$ cat src/rtl/hng_pkg.sv
// Shared constants, types and helpers of the heightfield normal generator.
package hng_pkg;

    // Grid geometry
    localparam int MAX_GRID = 32;
    localparam int COL_W    = $clog2(MAX_GRID);
    localparam int ADDR_W   = $clog2(2 * MAX_GRID);
    localparam int SIZE_W   = 6;

    // Field widths
    localparam int H_W     = 16;
    localparam int STEP_W  = 16;
    localparam int NRM_W   = 16;
    localparam int NRM_Y_W = 15;
    localparam int Q_W     = 15;

    // Configuration register map
    localparam int CFG_IDX_W  = 1;
    localparam int CFG_DATA_W = 16;
    localparam logic [CFG_IDX_W-1:0] REG_GRID_SIZE   = 1'b0;
    localparam logic [CFG_IDX_W-1:0] REG_SAMPLE_STEP = 1'b1;

    // Register reset values
    localparam logic [SIZE_W-1:0] GRID_SIZE_RESET   = 6'd32;
    localparam logic [STEP_W-1:0] SAMPLE_STEP_RESET = 16'd256;

    // Heights and spans for one normal
    typedef struct packed {
        logic signed [H_W-1:0]  hl;
        logic signed [H_W-1:0]  hr;
        logic signed [H_W-1:0]  hu;
        logic signed [H_W-1:0]  hd;
        logic                   spx2;
        logic                   spz2;
        logic [STEP_W-1:0]      step;
    } job_t;

    // Finished unit normal
    typedef struct packed {
        logic signed [NRM_W-1:0] nx;
        logic [NRM_Y_W-1:0]      ny;
        logic signed [NRM_W-1:0] nz;
    } normal_t;

    // Row buffer address of a column in a bank
    function automatic logic [ADDR_W-1:0] mem_addr(input logic bank,
                                                   input logic [COL_W-1:0] col);
        logic [ADDR_W-1:0] base;
        base = bank ? ADDR_W'(MAX_GRID) : '0;
        return base + ADDR_W'(col);
    endfunction

endpackage

$ cat src/rtl/hng_row_buffer.sv
// Two-bank row buffer: one write port, one registered read port.
module hng_row_buffer (
    input  logic                             clk,
    input  logic                             we,
    input  logic [hng_pkg::ADDR_W-1:0]       waddr,
    input  logic signed [hng_pkg::H_W-1:0]   wdata,
    input  logic [hng_pkg::ADDR_W-1:0]       raddr,
    output logic signed [hng_pkg::H_W-1:0]   rdata
);

    logic signed [hng_pkg::H_W-1:0] mem [2 * hng_pkg::MAX_GRID];
    logic signed [hng_pkg::H_W-1:0] rdata_reg;

    // Write port
    always_ff @(posedge clk)
    begin
        if (we)
        begin
            mem[waddr] <= wdata;
        end
    end

    // Registered read port
    always_ff @(posedge clk)
    begin
        rdata_reg <= mem[raddr];
    end

    assign rdata = rdata_reg;

endmodule

$ cat config.mk
export PLATFORM = sky130hd
export DESIGN_NAME = hng_row_buffer
export DESIGN_NICKNAME = d
export VERILOG_FILES = /design/src/rtl/hng_pkg.sv /design/src/rtl/hng_row_buffer.sv
export SDC_FILE = /design/constraint.sdc
export NUM_CORES = 1
export LEC_CHECK = 0
export BUFFER_PORTS_ARGS = -buffer_cell sky130_fd_sc_hd__buf_2
export CAP_MARGIN = 20
export CORE_MARGIN = 5
export CORE_UTILIZATION = 63
export CTS_CLUSTER_DIAMETER = 50
export CTS_CLUSTER_SIZE = 40
export DETAILED_ROUTE_END_ITERATION = 8
export GPL_ROUTABILITY_DRIVEN = 0
export PLACE_DENSITY = 0.86
export SYNTH_ARGS = -nofsm -noshare
export SYNTH_HDL_FRONTEND = slang
export SYNTH_SLANG_ARGS = --single-unit
$ cat constraint.sdc
create_clock -name clk -period 3.1 [get_ports clk]
set_input_delay 0.31 -clock clk [delete_from_list [all_inputs] [get_ports clk]]
set_output_delay 0.31 -clock clk [all_outputs]
set_load 0.02 [all_outputs]
==> results.yml <==
status:
  status: "completed"
cells_and_area:
  syn_to_final_growth_pct: 11.2
  multi_input_area_um2: 8250
  finish.instance_area_um2: 44500
  instances_no_fill: 2913
  fin_nets: 2034
  drive_gt1_share_pct: 28.4
  regArea_um2: 31100
  nFillCells: 3468
  largest_reg_flops: 1024
logic_synthesis:
  ys_ff_latch: 1040
  ys_seq_area_share_pct: 77.6
  synth-main-ff-cell: "edfxtp_1"
  yosys.area.top_type: "edfxtp_1"
  yosys_warnings: 0
  ys_types: 43
  synth_most_common_cell: "edfxtp_1"
  syn_area_um2: 40000
  avgSynthCellArea_um2: 21.9
  syn_nets: 1859
  yosys-top-cells-area: "edfxtp_1, mux4_2, mux2i_1"
  ys_top_cells_by_count: "edfxtp_1, mux4_2, mux2i_1"
  synth_edf_count: 1024
  synth_top_area_share_pct: 76.8
  async_reset_ff_share_pct: 0
  syn_inst: 1829
power_and_ir_drop:
  ir_drop_v: 0.000609
  leakagePower_nw: 14.2
  powerDensity_nw_per_um2: 609
critical_path:
  crit_required_ps: 3600
  crit_chain: "buf_8 > buf_12 > buf_4 > mux4_2 > mux2i_1 > nand3_1 > a31oi_1 > a311oi_1"
  crit_type: "input port to flip-flop"
  crit_slowest_cell: "mux4_2"
  cp_slowest_stage_delay_ps: 510
  worstPathMaxFanout: 34
  critPathLaunchType: "input port"
  cp.arrival_ps: 2820
  end_kind: "flip-flop"
global_routing:
  antenna_found_initial: 12
  grt_usage_pct: 29.0
  grt_pass1_wl_um: 142000
  grt_overflow_total: 0
  grt_max_degree: 65
  grt_pass1_vias: 20500
detailed_routing:
  firstDrtPassIters: 6
  drtIter0Drc: 3122
  num_vias: 20300
  detail-route-antenna-nets: 0
  wl_per_cell_um: 33.7
  drc: 0
  avgViaCountPerCell: 6.98
  wirelength_um: 98100
floorplanning:
  initial_utilization_pct: 63.6
  die_h_um: 262
  core_um2: 63000
  die_area_um2: 68700
  die_width_um: 262
  row_count: 92
  pin_count: 46
clock_tree:
  path_clk_slew_ps: 90
  worstSkewPairLatency_ps: 660
  hold_buffers: 0
  cts.sinks: 1040
  cts_setup_buffers: 0
  cts_tree: "yes"
  htree_levels: 3
  cts_buffers: 72
  cts_buffer_depth: 3
  cts-root-buf: "clkbuf_16"
  ctsResizeCount: 0
sta:
  slew_headroom_pct: 31.6
  fin_hold_ws_ps: 151
  min_period_ps: 2320
  finalHoldViolCount: 0
  setup_tns_ps: 0
  rsz0062_at_grt: "no"
  finClkSkew_ps: 29.0
  setup_viol: 0
  finalCritPeriodShare_pct: 74.9
  final-max-slew-violation-count: 0
  fmax_ghz: 0.431
  worst_pin_slew_ps: 1030
placed_design:
  port_buffers: 45
  place_inst: 2773
  dpl_cell_area_um2: 42000
  dpl.hpwl_um: 58300
run:
  drv_cap: 0
hold_path:
  holdCritPathClass: "input port to flip-flop"
[per-layer routing]
| metal | up-vias | GRT usage (%) | share of wire, % |
|---|---|---|---|
| met5 | - | 0 | 0.070 |
| met4 | 10 | 11.8 | 5.0 |
| met3 | 315 | 7.45 | 12 |
| met2 | 1628 | 46.8 | 49 |
| met1 | 10400 | 38.9 | 34 |
| li1 | 8010 | - | - |
[final timing paths]
path	cells after the start	to	startpoint	slack, ps
worst max-delay path	8	rdata[0]	raddr[0]	780
worst min register to register	3	rdata[15]	mem[37][15]	940
worst max register to register	5	rdata[11]	mem[18][11]	880
worst min-delay path	1	mem[7][2]	wdata[2]	150
[metrics by stage]
stage | total power, mW | util [%] | worst slack, ps
2_1_floorplan | 16.7 | - | 755
3_3_place_gp | 17.3 | 66.7 | 322
3_5_place_dp | 17.4 | 66.7 | 272
4_1_cts | 27.1 | 70.6 | 946
5_1_grt | 27.9 | 70.7 | 642
6_report | 27.1 | 70.7 | 779
[power breakdown]
group	internal, mW	switching, mW
Clock	4.77	5.19
Combinational	0.568	0.993
Sequential	15.5	0.0640
[logic make-up after synthesis]
kind of cell	count (synthesis)	share of synthesized area [%]
AO/OA/AOI/OAI	129	2.41
buffers and inverters	104	1.83
flip-flops	1040	77.6
multiplexers	336	15.5
AND/OR/NAND/NOR	220	2.65
[area by class of cell]
cell class | count | area share, %
clock inverters | 53 | 1.43
diodes | 4 | 0.0225
clock buffers | 80 | 4.12
well taps | 846 | 2.38
repair buffers | 205 | 3.73
multi-input cells | 685 | 18.5
flip-flops and latches | 1040 | 69.8
[critical path, delay by kind of cell]
kind,cells,cell delay (ps)
AND/OR/NAND/NOR,1,140
buffers and inverters,3,850
AO/OA/AOI/OAI,2,540
multiplexers,2,940
[cell usage in the layout (no fill, tap or decap), drive strengths merged, types with 19 or more instances in the layout]
cell type  Yosys  routed
a22oi         39      39
buf           77     204
clkbuf        27      81
clkinv         0      19
edfxtp      1024    1024
inv            0      24
mux2          27      27
mux2i         85      85
mux4         224     224
nand2         60      60
nand3         24      24
nor2          74      74
nor2b         30      30
(Power assumes the default switching activity.)
