==> src/rtl/hng_pkg.sv <==
// Shared constants, types and helpers of the heightfield normal generator.
package hng_pkg;

    // Grid geometry
    localparam int MAX_GRID = 32;
    localparam int COL_W    = $clog2(MAX_GRID);
    localparam int ADDR_W   = $clog2(2 * MAX_GRID);
    localparam int SIZE_W   = 6;

    // Field widths
    localparam int H_W     = 16;
    localparam int STEP_W  = 16;
    localparam int NRM_W   = 16;
    localparam int NRM_Y_W = 15;
    localparam int Q_W     = 15;

    // Configuration register map
    localparam int CFG_IDX_W  = 1;
    localparam int CFG_DATA_W = 16;
    localparam logic [CFG_IDX_W-1:0] REG_GRID_SIZE   = 1'b0;
    localparam logic [CFG_IDX_W-1:0] REG_SAMPLE_STEP = 1'b1;

    // Register reset values
    localparam logic [SIZE_W-1:0] GRID_SIZE_RESET   = 6'd32;
    localparam logic [STEP_W-1:0] SAMPLE_STEP_RESET = 16'd256;

    // Heights and spans for one normal
    typedef struct packed {
        logic signed [H_W-1:0]  hl;
        logic signed [H_W-1:0]  hr;
        logic signed [H_W-1:0]  hu;
        logic signed [H_W-1:0]  hd;
        logic                   spx2;
        logic                   spz2;
        logic [STEP_W-1:0]      step;
    } job_t;

    // Finished unit normal
    typedef struct packed {
        logic signed [NRM_W-1:0] nx;
        logic [NRM_Y_W-1:0]      ny;
        logic signed [NRM_W-1:0] nz;
    } normal_t;

    // Row buffer address of a column in a bank
    function automatic logic [ADDR_W-1:0] mem_addr(input logic bank,
                                                   input logic [COL_W-1:0] col);
        logic [ADDR_W-1:0] base;
        base = bank ? ADDR_W'(MAX_GRID) : '0;
        return base + ADDR_W'(col);
    endfunction

endpackage

==> src/rtl/hng_normal_unit.sv <==
// Iterative normal unit: products, normalize, square root and three dividers.
module hng_normal_unit (
    input  logic             clk,
    input  logic             rst_n,
    input  logic             start,
    input  hng_pkg::job_t    job,
    output logic             done,
    output hng_pkg::normal_t result
);

    typedef enum logic [7:0] {
        U_IDLE  = 8'b0000_0001,
        U_MUL   = 8'b0000_0010,
        U_NORM  = 8'b0000_0100,
        U_SQ    = 8'b0000_1000,
        U_SQRT  = 8'b0001_0000,
        U_DPREP = 8'b0010_0000,
        U_DIV   = 8'b0100_0000,
        U_DONE  = 8'b1000_0000
    } ustate_t;

    ustate_t                 state_reg;
    logic [4:0]              cnt_reg;
    hng_pkg::job_t           job_reg;
    logic [33:0]             c_reg [3];
    logic [63:0]             prod_reg;
    logic [63:0]             sum_reg;
    logic [63:0]             num_reg;
    logic [63:0]             res_reg;
    logic [63:0]             bit_reg;
    logic [31:0]             len_reg;
    logic [31:0]             rem_reg [3];
    logic [hng_pkg::Q_W-1:0] nlo_reg [3];
    logic [hng_pkg::Q_W-1:0] q_reg [3];

    logic [hng_pkg::STEP_W-1:0] step_eff;
    logic [16:0]             bx;
    logic [16:0]             bz;
    logic signed [16:0]      dx;
    logic signed [16:0]      dz;
    logic [16:0]             ndx;
    logic [16:0]             ndz;
    logic [15:0]             adx;
    logic [15:0]             adz;
    logic                    x_neg;
    logic                    z_neg;
    logic [31:0]             mul_a;
    logic [31:0]             mul_b;
    logic [63:0]             mul_p;
    logic [33:0]             m01;
    logic [33:0]             m_max;
    logic [63:0]             trial;
    logic                    sq_ge;
    logic [45:0]             nfull [3];
    logic [32:0]             dt [3];
    logic [32:0]             dd [3];
    logic                    dge [3];

    // Operands from the job
    always_comb
    begin
        step_eff = (job_reg.step == '0) ? 16'd1 : job_reg.step;
        bx       = job_reg.spx2 ? {step_eff, 1'b0} : {1'b0, step_eff};
        bz       = job_reg.spz2 ? {step_eff, 1'b0} : {1'b0, step_eff};
        dx       = {job_reg.hr[15], job_reg.hr} - {job_reg.hl[15], job_reg.hl};
        dz       = {job_reg.hd[15], job_reg.hd} - {job_reg.hu[15], job_reg.hu};
        ndx      = 17'(-dx);
        ndz      = 17'(-dz);
        adx      = dx[16] ? ndx[15:0] : dx[15:0];
        adz      = dz[16] ? ndz[15:0] : dz[15:0];
        x_neg    = !dx[16] && (dx != '0);
        z_neg    = !dz[16] && (dz != '0);
    end

    // Shared multiplier
    always_comb
    begin
        mul_a = '0;
        mul_b = '0;
        unique case (state_reg)
            U_MUL:
            begin
                case (cnt_reg[1:0])
                    2'd0:
                    begin
                        mul_a = 32'(adx);
                        mul_b = 32'(bz);
                    end
                    2'd1:
                    begin
                        mul_a = 32'(bx);
                        mul_b = 32'(bz);
                    end
                    default:
                    begin
                        mul_a = 32'(adz);
                        mul_b = 32'(bx);
                    end
                endcase
            end
            U_SQ:
            begin
                if (cnt_reg < 5'd3)
                begin
                    mul_a = c_reg[cnt_reg[1:0]][31:0];
                    mul_b = c_reg[cnt_reg[1:0]][31:0];
                end
            end
            default:
            begin
                mul_a = '0;
                mul_b = '0;
            end
        endcase
        mul_p = mul_a * mul_b;
    end

    // Largest magnitude, square root step, divider steps
    always_comb
    begin
        m01   = (c_reg[0] > c_reg[1]) ? c_reg[0] : c_reg[1];
        m_max = (m01 > c_reg[2]) ? m01 : c_reg[2];
        trial = res_reg + bit_reg;
        sq_ge = num_reg >= trial;
        for (int k = 0; k < 3; k++)
        begin
            nfull[k] = 46'({c_reg[k][30:0], 14'd0}) + 46'(res_reg[31:1]);
            dt[k]    = {rem_reg[k], nlo_reg[k][hng_pkg::Q_W-1]};
            dge[k]   = dt[k] >= {1'b0, len_reg};
            dd[k]    = dt[k] - {1'b0, len_reg};
        end
    end

    // Sequencer
    always_ff @(posedge clk or negedge rst_n)
    begin
        if (!rst_n)
        begin
            state_reg <= U_IDLE;
            cnt_reg   <= '0;
        end
        else
        begin
            unique case (state_reg)
                U_IDLE:
                begin
                    if (start)
                    begin
                        state_reg <= U_MUL;
                        cnt_reg   <= '0;
                    end
                end
                U_MUL:
                begin
                    cnt_reg <= cnt_reg + 5'd1;
                    if (cnt_reg == 5'd2)
                    begin
                        state_reg <= U_NORM;
                    end
                end
                U_NORM:
                begin
                    cnt_reg <= '0;
                    if (m_max[33:31] == '0 && m_max[30])
                    begin
                        state_reg <= U_SQ;
                    end
                end
                U_SQ:
                begin
                    cnt_reg <= cnt_reg + 5'd1;
                    if (cnt_reg == 5'd3)
                    begin
                        state_reg <= U_SQRT;
                        cnt_reg   <= '0;
                    end
                end
                U_SQRT:
                begin
                    cnt_reg <= cnt_reg + 5'd1;
                    if (cnt_reg == 5'd31)
                    begin
                        state_reg <= U_DPREP;
                    end
                end
                U_DPREP:
                begin
                    state_reg <= U_DIV;
                    cnt_reg   <= '0;
                end
                U_DIV:
                begin
                    cnt_reg <= cnt_reg + 5'd1;
                    if (cnt_reg == 5'(hng_pkg::Q_W - 1))
                    begin
                        state_reg <= U_DONE;
                    end
                end
                U_DONE:
                begin
                    state_reg <= U_IDLE;
                end
                default:
                begin
                    state_reg <= U_IDLE;
                end
            endcase
        end
    end

    // Datapath
    always_ff @(posedge clk)
    begin
        if (state_reg == U_IDLE && start)
        begin
            job_reg <= job;
        end
        if (state_reg == U_MUL)
        begin
            c_reg[cnt_reg[1:0]] <= mul_p[33:0];
        end
        if (state_reg == U_NORM)
        begin
            for (int k = 0; k < 3; k++)
            begin
                if (m_max[33:31] != '0)
                begin
                    c_reg[k] <= c_reg[k] >> 1;
                end
                else if (m_max[30:22] == '0)
                begin
                    c_reg[k] <= c_reg[k] << 8;
                end
                else if (m_max[30:26] == '0)
                begin
                    c_reg[k] <= c_reg[k] << 4;
                end
                else if (!m_max[30])
                begin
                    c_reg[k] <= c_reg[k] << 1;
                end
            end
        end
        if (state_reg == U_SQ)
        begin
            prod_reg <= mul_p;
            if (cnt_reg == 5'd0)
            begin
                sum_reg <= '0;
            end
            else
            begin
                sum_reg <= sum_reg + prod_reg;
            end
            if (cnt_reg == 5'd3)
            begin
                num_reg <= sum_reg + prod_reg;
                res_reg <= '0;
                bit_reg <= 64'h4000_0000_0000_0000;
            end
        end
        if (state_reg == U_SQRT)
        begin
            if (sq_ge)
            begin
                num_reg <= num_reg - trial;
                res_reg <= (res_reg >> 1) + bit_reg;
            end
            else
            begin
                res_reg <= res_reg >> 1;
            end
            bit_reg <= bit_reg >> 2;
        end
        if (state_reg == U_DPREP)
        begin
            len_reg <= res_reg[31:0];
            for (int k = 0; k < 3; k++)
            begin
                rem_reg[k] <= 32'(nfull[k][45:15]);
                nlo_reg[k] <= nfull[k][14:0];
                q_reg[k]   <= '0;
            end
        end
        if (state_reg == U_DIV)
        begin
            for (int k = 0; k < 3; k++)
            begin
                rem_reg[k] <= dge[k] ? dd[k][31:0] : dt[k][31:0];
                nlo_reg[k] <= nlo_reg[k] << 1;
                q_reg[k]   <= {q_reg[k][hng_pkg::Q_W-2:0], dge[k]};
            end
        end
    end

    // Signed results
    always_comb
    begin
        result.nx = x_neg ? 16'(-{1'b0, q_reg[0]}) : {1'b0, q_reg[0]};
        result.ny = q_reg[1];
        result.nz = z_neg ? 16'(-{1'b0, q_reg[2]}) : {1'b0, q_reg[2]};
    end

    assign done = (state_reg == U_DONE);

endmodule

==> config.mk <==
export PLATFORM = sky130hd
export DESIGN_NAME = hng_normal_unit
export DESIGN_NICKNAME = d
export VERILOG_FILES = /design/src/rtl/hng_pkg.sv /design/src/rtl/hng_normal_unit.sv
export SDC_FILE = /design/constraint.sdc
export NUM_CORES = 2
export LEC_CHECK = 0
export ABC_AREA = 1
export BUFFER_PORTS_ARGS = -buffer_cell sky130_fd_sc_hd__buf_2
export CAP_MARGIN = 40
export CORE_MARGIN = 10
export CORE_UTILIZATION = 55
export CTS_CLUSTER_SIZE = 40
export DETAILED_ROUTE_END_ITERATION = 10
export GPL_TIMING_DRIVEN = 0
export PLACE_DENSITY_LB_ADDON = 0.08
export RECOVER_POWER = 100
export REMOVE_ABC_BUFFERS = 1
export SLEW_MARGIN = 5
export SYNTH_ARGS = -nofsm -noshare
export SYNTH_HDL_FRONTEND = slang
export SYNTH_SLANG_ARGS = --single-unit
export TNS_END_PERCENT = 100
==> constraint.sdc <==
create_clock -name clk -period 13.5 [get_ports clk]
set_clock_uncertainty 0.2 [all_clocks]
set_input_delay 0.675 -clock clk [delete_from_list [all_inputs] [get_ports clk]]
set_output_delay 0.675 -clock clk [all_outputs]
set_load 0.005 [all_outputs]
==> run summary <==
CLOCKING
-------------------------------------------------------------------------------------------------
CTS max path bufs ..................................................................            3
Reg clk slew, reported paths .......................................................        60 ps
Clock tree from TritonCTS ..........................................................         done
Clock network latency to the later pin of the worst-skew pair ......................       750 ps
H-tree depth .......................................................................            3
Number of buffers created by CTS ...................................................           86
Buffer cell driving the clock tree root ............................................ sky130_fd_sc_hd__clkbuf_16
TritonCTS Sinks ....................................................................          707

OUTCOME
-------------------------------------------------------------------------------------------------
Violated checks .................................................................... max-capacitance violations, max-slew violations, negative setup slack
Result of the run .................................................................. complete, but fails checks

FINAL LAYOUT
-------------------------------------------------------------------------------------------------
Final Net Count ....................................................................       13,700
Relative area change from synthesis to final layout ................................        8.28%
Post-route design area .............................................................   98,400 um2
Number of flip-flops in the largest register .......................................          134
Share of cells above drive strength 1 ..............................................        3.44%

PWR
-------------------------------------------------------------------------------------------------
IR drop worst, VDD .................................................................       209 uV
Static Leak ........................................................................      46.8 nW
Pwr/cell area ......................................................................   114 nW/um2

PLACED DESIGN
-------------------------------------------------------------------------------------------------
Final HPWL DP ......................................................................       260 mm
Port-buffer cells ..................................................................          132
Routability-driven placement congestion ratio ......................................         1.05
Pre-CTS setup slack ................................................................      -753 ps
Area after detailed placement ......................................................   95,300 um2

TIMING
-------------------------------------------------------------------------------------------------
Achievable Freq ....................................................................   0.0740 GHz
Post-layout min period .............................................................    13,520 ps
RSZ-0062 raised after global routing ...............................................           no
Final setup violating endpoints ....................................................            2
Fin. Hold Viols ....................................................................            0
Setup slack after layout ...........................................................     -18.4 ps
Max-slew headroom at the worst pin .................................................        -175%
Ratio of final minimum period to clock period ......................................         100%
Max-slew violations ................................................................        1,055
Worst Max-Slew Pin Slew ............................................................      4120 ps

DETAILED ROUTING
-------------------------------------------------------------------------------------------------
DR vias/cell .......................................................................         5.86
Antenna Nets Post-Route ............................................................            0
Total number of vias ...............................................................       83,800
Routed len/inst ....................................................................      22.8 um
Pre-antenna DRT Iters ..............................................................            7
DRC violations left ................................................................            0
Violation count after the first detailed-route iteration ...........................        9,883
Wire length after detailed routing .................................................       326 mm

FLOW RUN
-------------------------------------------------------------------------------------------------
Max-cap violation count ............................................................           24

CRITICAL PATH
-------------------------------------------------------------------------------------------------
Type of the worst setup path ....................................................... register to register
Worst EP required ..................................................................    13,910 ps
Total buffers and inverters traversed by the critical path .........................           10
Type of origin of the critical path ................................................     register
Setup slack on the worst flop-to-flop path .........................................       -20 ps
Critical path peak fanout ..........................................................           11
Data arrival time of the worst path ................................................    13,930 ps
Critical Path Slowest Stage Cell ................................................... sky130_fd_sc_hd__nor4_1
Most Frequent Cell on Critical Path ................................................ sky130_fd_sc_hd__inv_1
Nature of the critical path endpoint ...............................................     register
Critical path's largest stage delay ................................................      1630 ps
Delay-heaviest family, CP ..........................................................  adder cells

FLOORPLANNING
-------------------------------------------------------------------------------------------------
Floorplan core area ................................................................  165,000 um2
Total die area .....................................................................  182,000 um2
Std cell rows ......................................................................          149
Horizontal extent of the die .......................................................       426 um
Total I/O pin count ................................................................          133
Die height .........................................................................       426 um
Starting utilization of the core area ..............................................        55.2%

GLOBAL ROUTING
-------------------------------------------------------------------------------------------------
Via count of the first global-routing pass .........................................       82,500
Aggregate global-route resource usage ..............................................        35.2%
Total grt overflow .................................................................            0
Global-route wire length before repair .............................................       491 mm
Antenna violations before repair ...................................................            4
Pin count of the biggest net entering global routing ...............................          102

YOSYS
-------------------------------------------------------------------------------------------------
Top area cells in the synthesized netlist .......................................... sky130_fd_sc_hd__edfxtp_1, sky130_fd_sc_hd__fa_1, sky130_fd_sc_hd__nand2_1
Proportion of netlist area held by the largest area contributor ....................        20.8%
Yosys warning total ................................................................            0
Top cell type by total area after synthesis ........................................ sky130_fd_sc_hd__edfxtp_1
Per-instance average area after synthesis ..........................................     7.60 um2
Top-count cell post-synth .......................................................... sky130_fd_sc_hd__nand2_1
Number of instances in the synthesized netlist .....................................       12,000
Synth Register Bits ................................................................          707
Number of enable-type register cells in the synthesized netlist ....................          628
Top FF cell, synth ................................................................. sky130_fd_sc_hd__edfxtp_1
Number of distinct library cell variants in the gate-level netlist after synthesis .           71
Most frequent cells after synthesis ................................................ sky130_fd_sc_hd__nand2_1, sky130_fd_sc_hd__inv_1, sky130_fd_sc_hd__nor2_1
Share of synthesized area occupied by flip-flops and latches .......................        22.6%
Synthesized area ...................................................................   90,800 um2
FFs w/ async S/R, synth ............................................................        1.84%

MIN PATH
-------------------------------------------------------------------------------------------------
Path type of the worst min-delay path .............................................. input pin to register

[area by class of cell]
class	instances	area, um2
Antenna cell	2	5.00
Clock buffer	103	2240
Clock inverter	58	669
Fill cell	15200	66200
Inverter	2304	8670
Multi-Input combinational cell	8565	60100
Sequential cell	707	20500
Tap cell	2189	2740
Timing Repair Buffer	373	3390
[worst reg2reg max path: cells and delay by family, from the launching register on]
kind	cells	cell delay, ps
AO/OA/AOI/OAI	6	1670
XOR/XNOR	1	790
adder cells (fa/ha/maj)	9	4440
buffers and inverters	10	1970
flip-flops	1	430
AND/OR/NAND/NOR	10	3960
[through the flow]
stage | setup TNS, ps | hold WS (ps) | instances | total power [mW] | util (%)
2_1_floorplan | -459460 | 179 | 11600 | 6.26 | -
3_3_place_gp | -7193040 | 288 | 13900 | 8.25 | 56.3
3_5_place_dp | -14450 | 276 | 14000 | 8.56 | 57.9
4_1_cts | 0 | 169 | 14300 | 11.0 | 60.2
5_1_grt | 0 | 274 | 14300 | 11.7 | 59.8
6_report | -35.1 | 273 | 14300 | 11.2 | 59.8
[cells in the final DEF, fill, tap and decap left out, types with 24 or more instances in the layout]
cell / n
sky130_fd_sc_hd__fa_1: 875
sky130_fd_sc_hd__buf_16: 27
sky130_fd_sc_hd__o22ai_1: 24
sky130_fd_sc_hd__a21o_1: 36
sky130_fd_sc_hd__or2_2: 24
sky130_fd_sc_hd__nand4_1: 63
sky130_fd_sc_hd__dlygate4sd3_1: 83
sky130_fd_sc_hd__o211ai_1: 111
sky130_fd_sc_hd__o21bai_1: 30
sky130_fd_sc_hd__nand2_1: 2407
sky130_fd_sc_hd__inv_1: 2265
sky130_fd_sc_hd__a21oi_1: 901
sky130_fd_sc_hd__nand3_1: 517
sky130_fd_sc_hd__ha_1: 710
sky130_fd_sc_hd__nor4_1: 52
sky130_fd_sc_hd__buf_2: 81
sky130_fd_sc_hd__xnor2_1: 191
sky130_fd_sc_hd__clkbuf_1: 115
sky130_fd_sc_hd__clkbuf_16: 86
sky130_fd_sc_hd__clkinv_1: 31
sky130_fd_sc_hd__a31oi_1: 120
sky130_fd_sc_hd__o21a_1: 46
sky130_fd_sc_hd__a21boi_0: 26
sky130_fd_sc_hd__xor2_1: 228
sky130_fd_sc_hd__o21ai_0: 790
sky130_fd_sc_hd__dfxtp_1: 66
sky130_fd_sc_hd__buf_8: 24
sky130_fd_sc_hd__nor3_1: 120
sky130_fd_sc_hd__edfxtp_1: 628
sky130_fd_sc_hd__nor2_1: 1100
[final timing paths]
| kind | endpoint | startpoint | depth (start not counted) |
|---|---|---|---|
| min | state_reg[0] | start | 2 |
| max reg2reg | c_reg[0][32] | state_reg[7] | 36 |
| max in group asynchronous | cnt_reg[0] | rst_n | 2 |
| min reg2reg | num_reg[31] | num_reg[31] | 2 |
| max | c_reg[0][32] | state_reg[7] | 36 |
| min in group asynchronous | cnt_reg[3] | rst_n | 2 |
[per-layer routing]
metal / track usage (%) / up-vias / routed length [um]
met1: 45.2 / 40100 / 128000
met4: 20.0 / 0 / 23100
met3: 6.12 / 879 / 29300
met5: 0 / - / 0
met2: 55.9 / 4237 / 145000
li1: - / 38600 / -
[logic make-up (layout without fill, tap and decap cells)]
kind of cell	after synthesis	in the layout	synth area share, %
muxes	2	2	0.0220
DFF	707	707	22.6
xor gates and xnor gates	420	420	4.06
and+or+nand+nor	4355	4356	19.5
buffers and inverters	2684	2838	11.3
AOI/OAI and AO/OA	2202	2202	13.4
other	0	2	0
adders and majority gates	1585	1585	29.1
[repair_timing]
action,CTS,global route
pin swaps,1,1
gates cloned,1,0
resized for setup,3,0
hold endpoints to repair,95,0
hold buffers,83,0
endpoints found under the setup margin,54,14
setup buffers,0,1
[power by group]
group / leakage [nW] / internal (mW) / switching [mW]
sequential: 6.88 / 2.77 / 0.276
clock: 1.40 / 1.39 / 1.05
combinational: 38.5 / 1.57 / 4.11
total: 46.8 / 5.73 / 5.44
(Power assumes the default switching activity.)
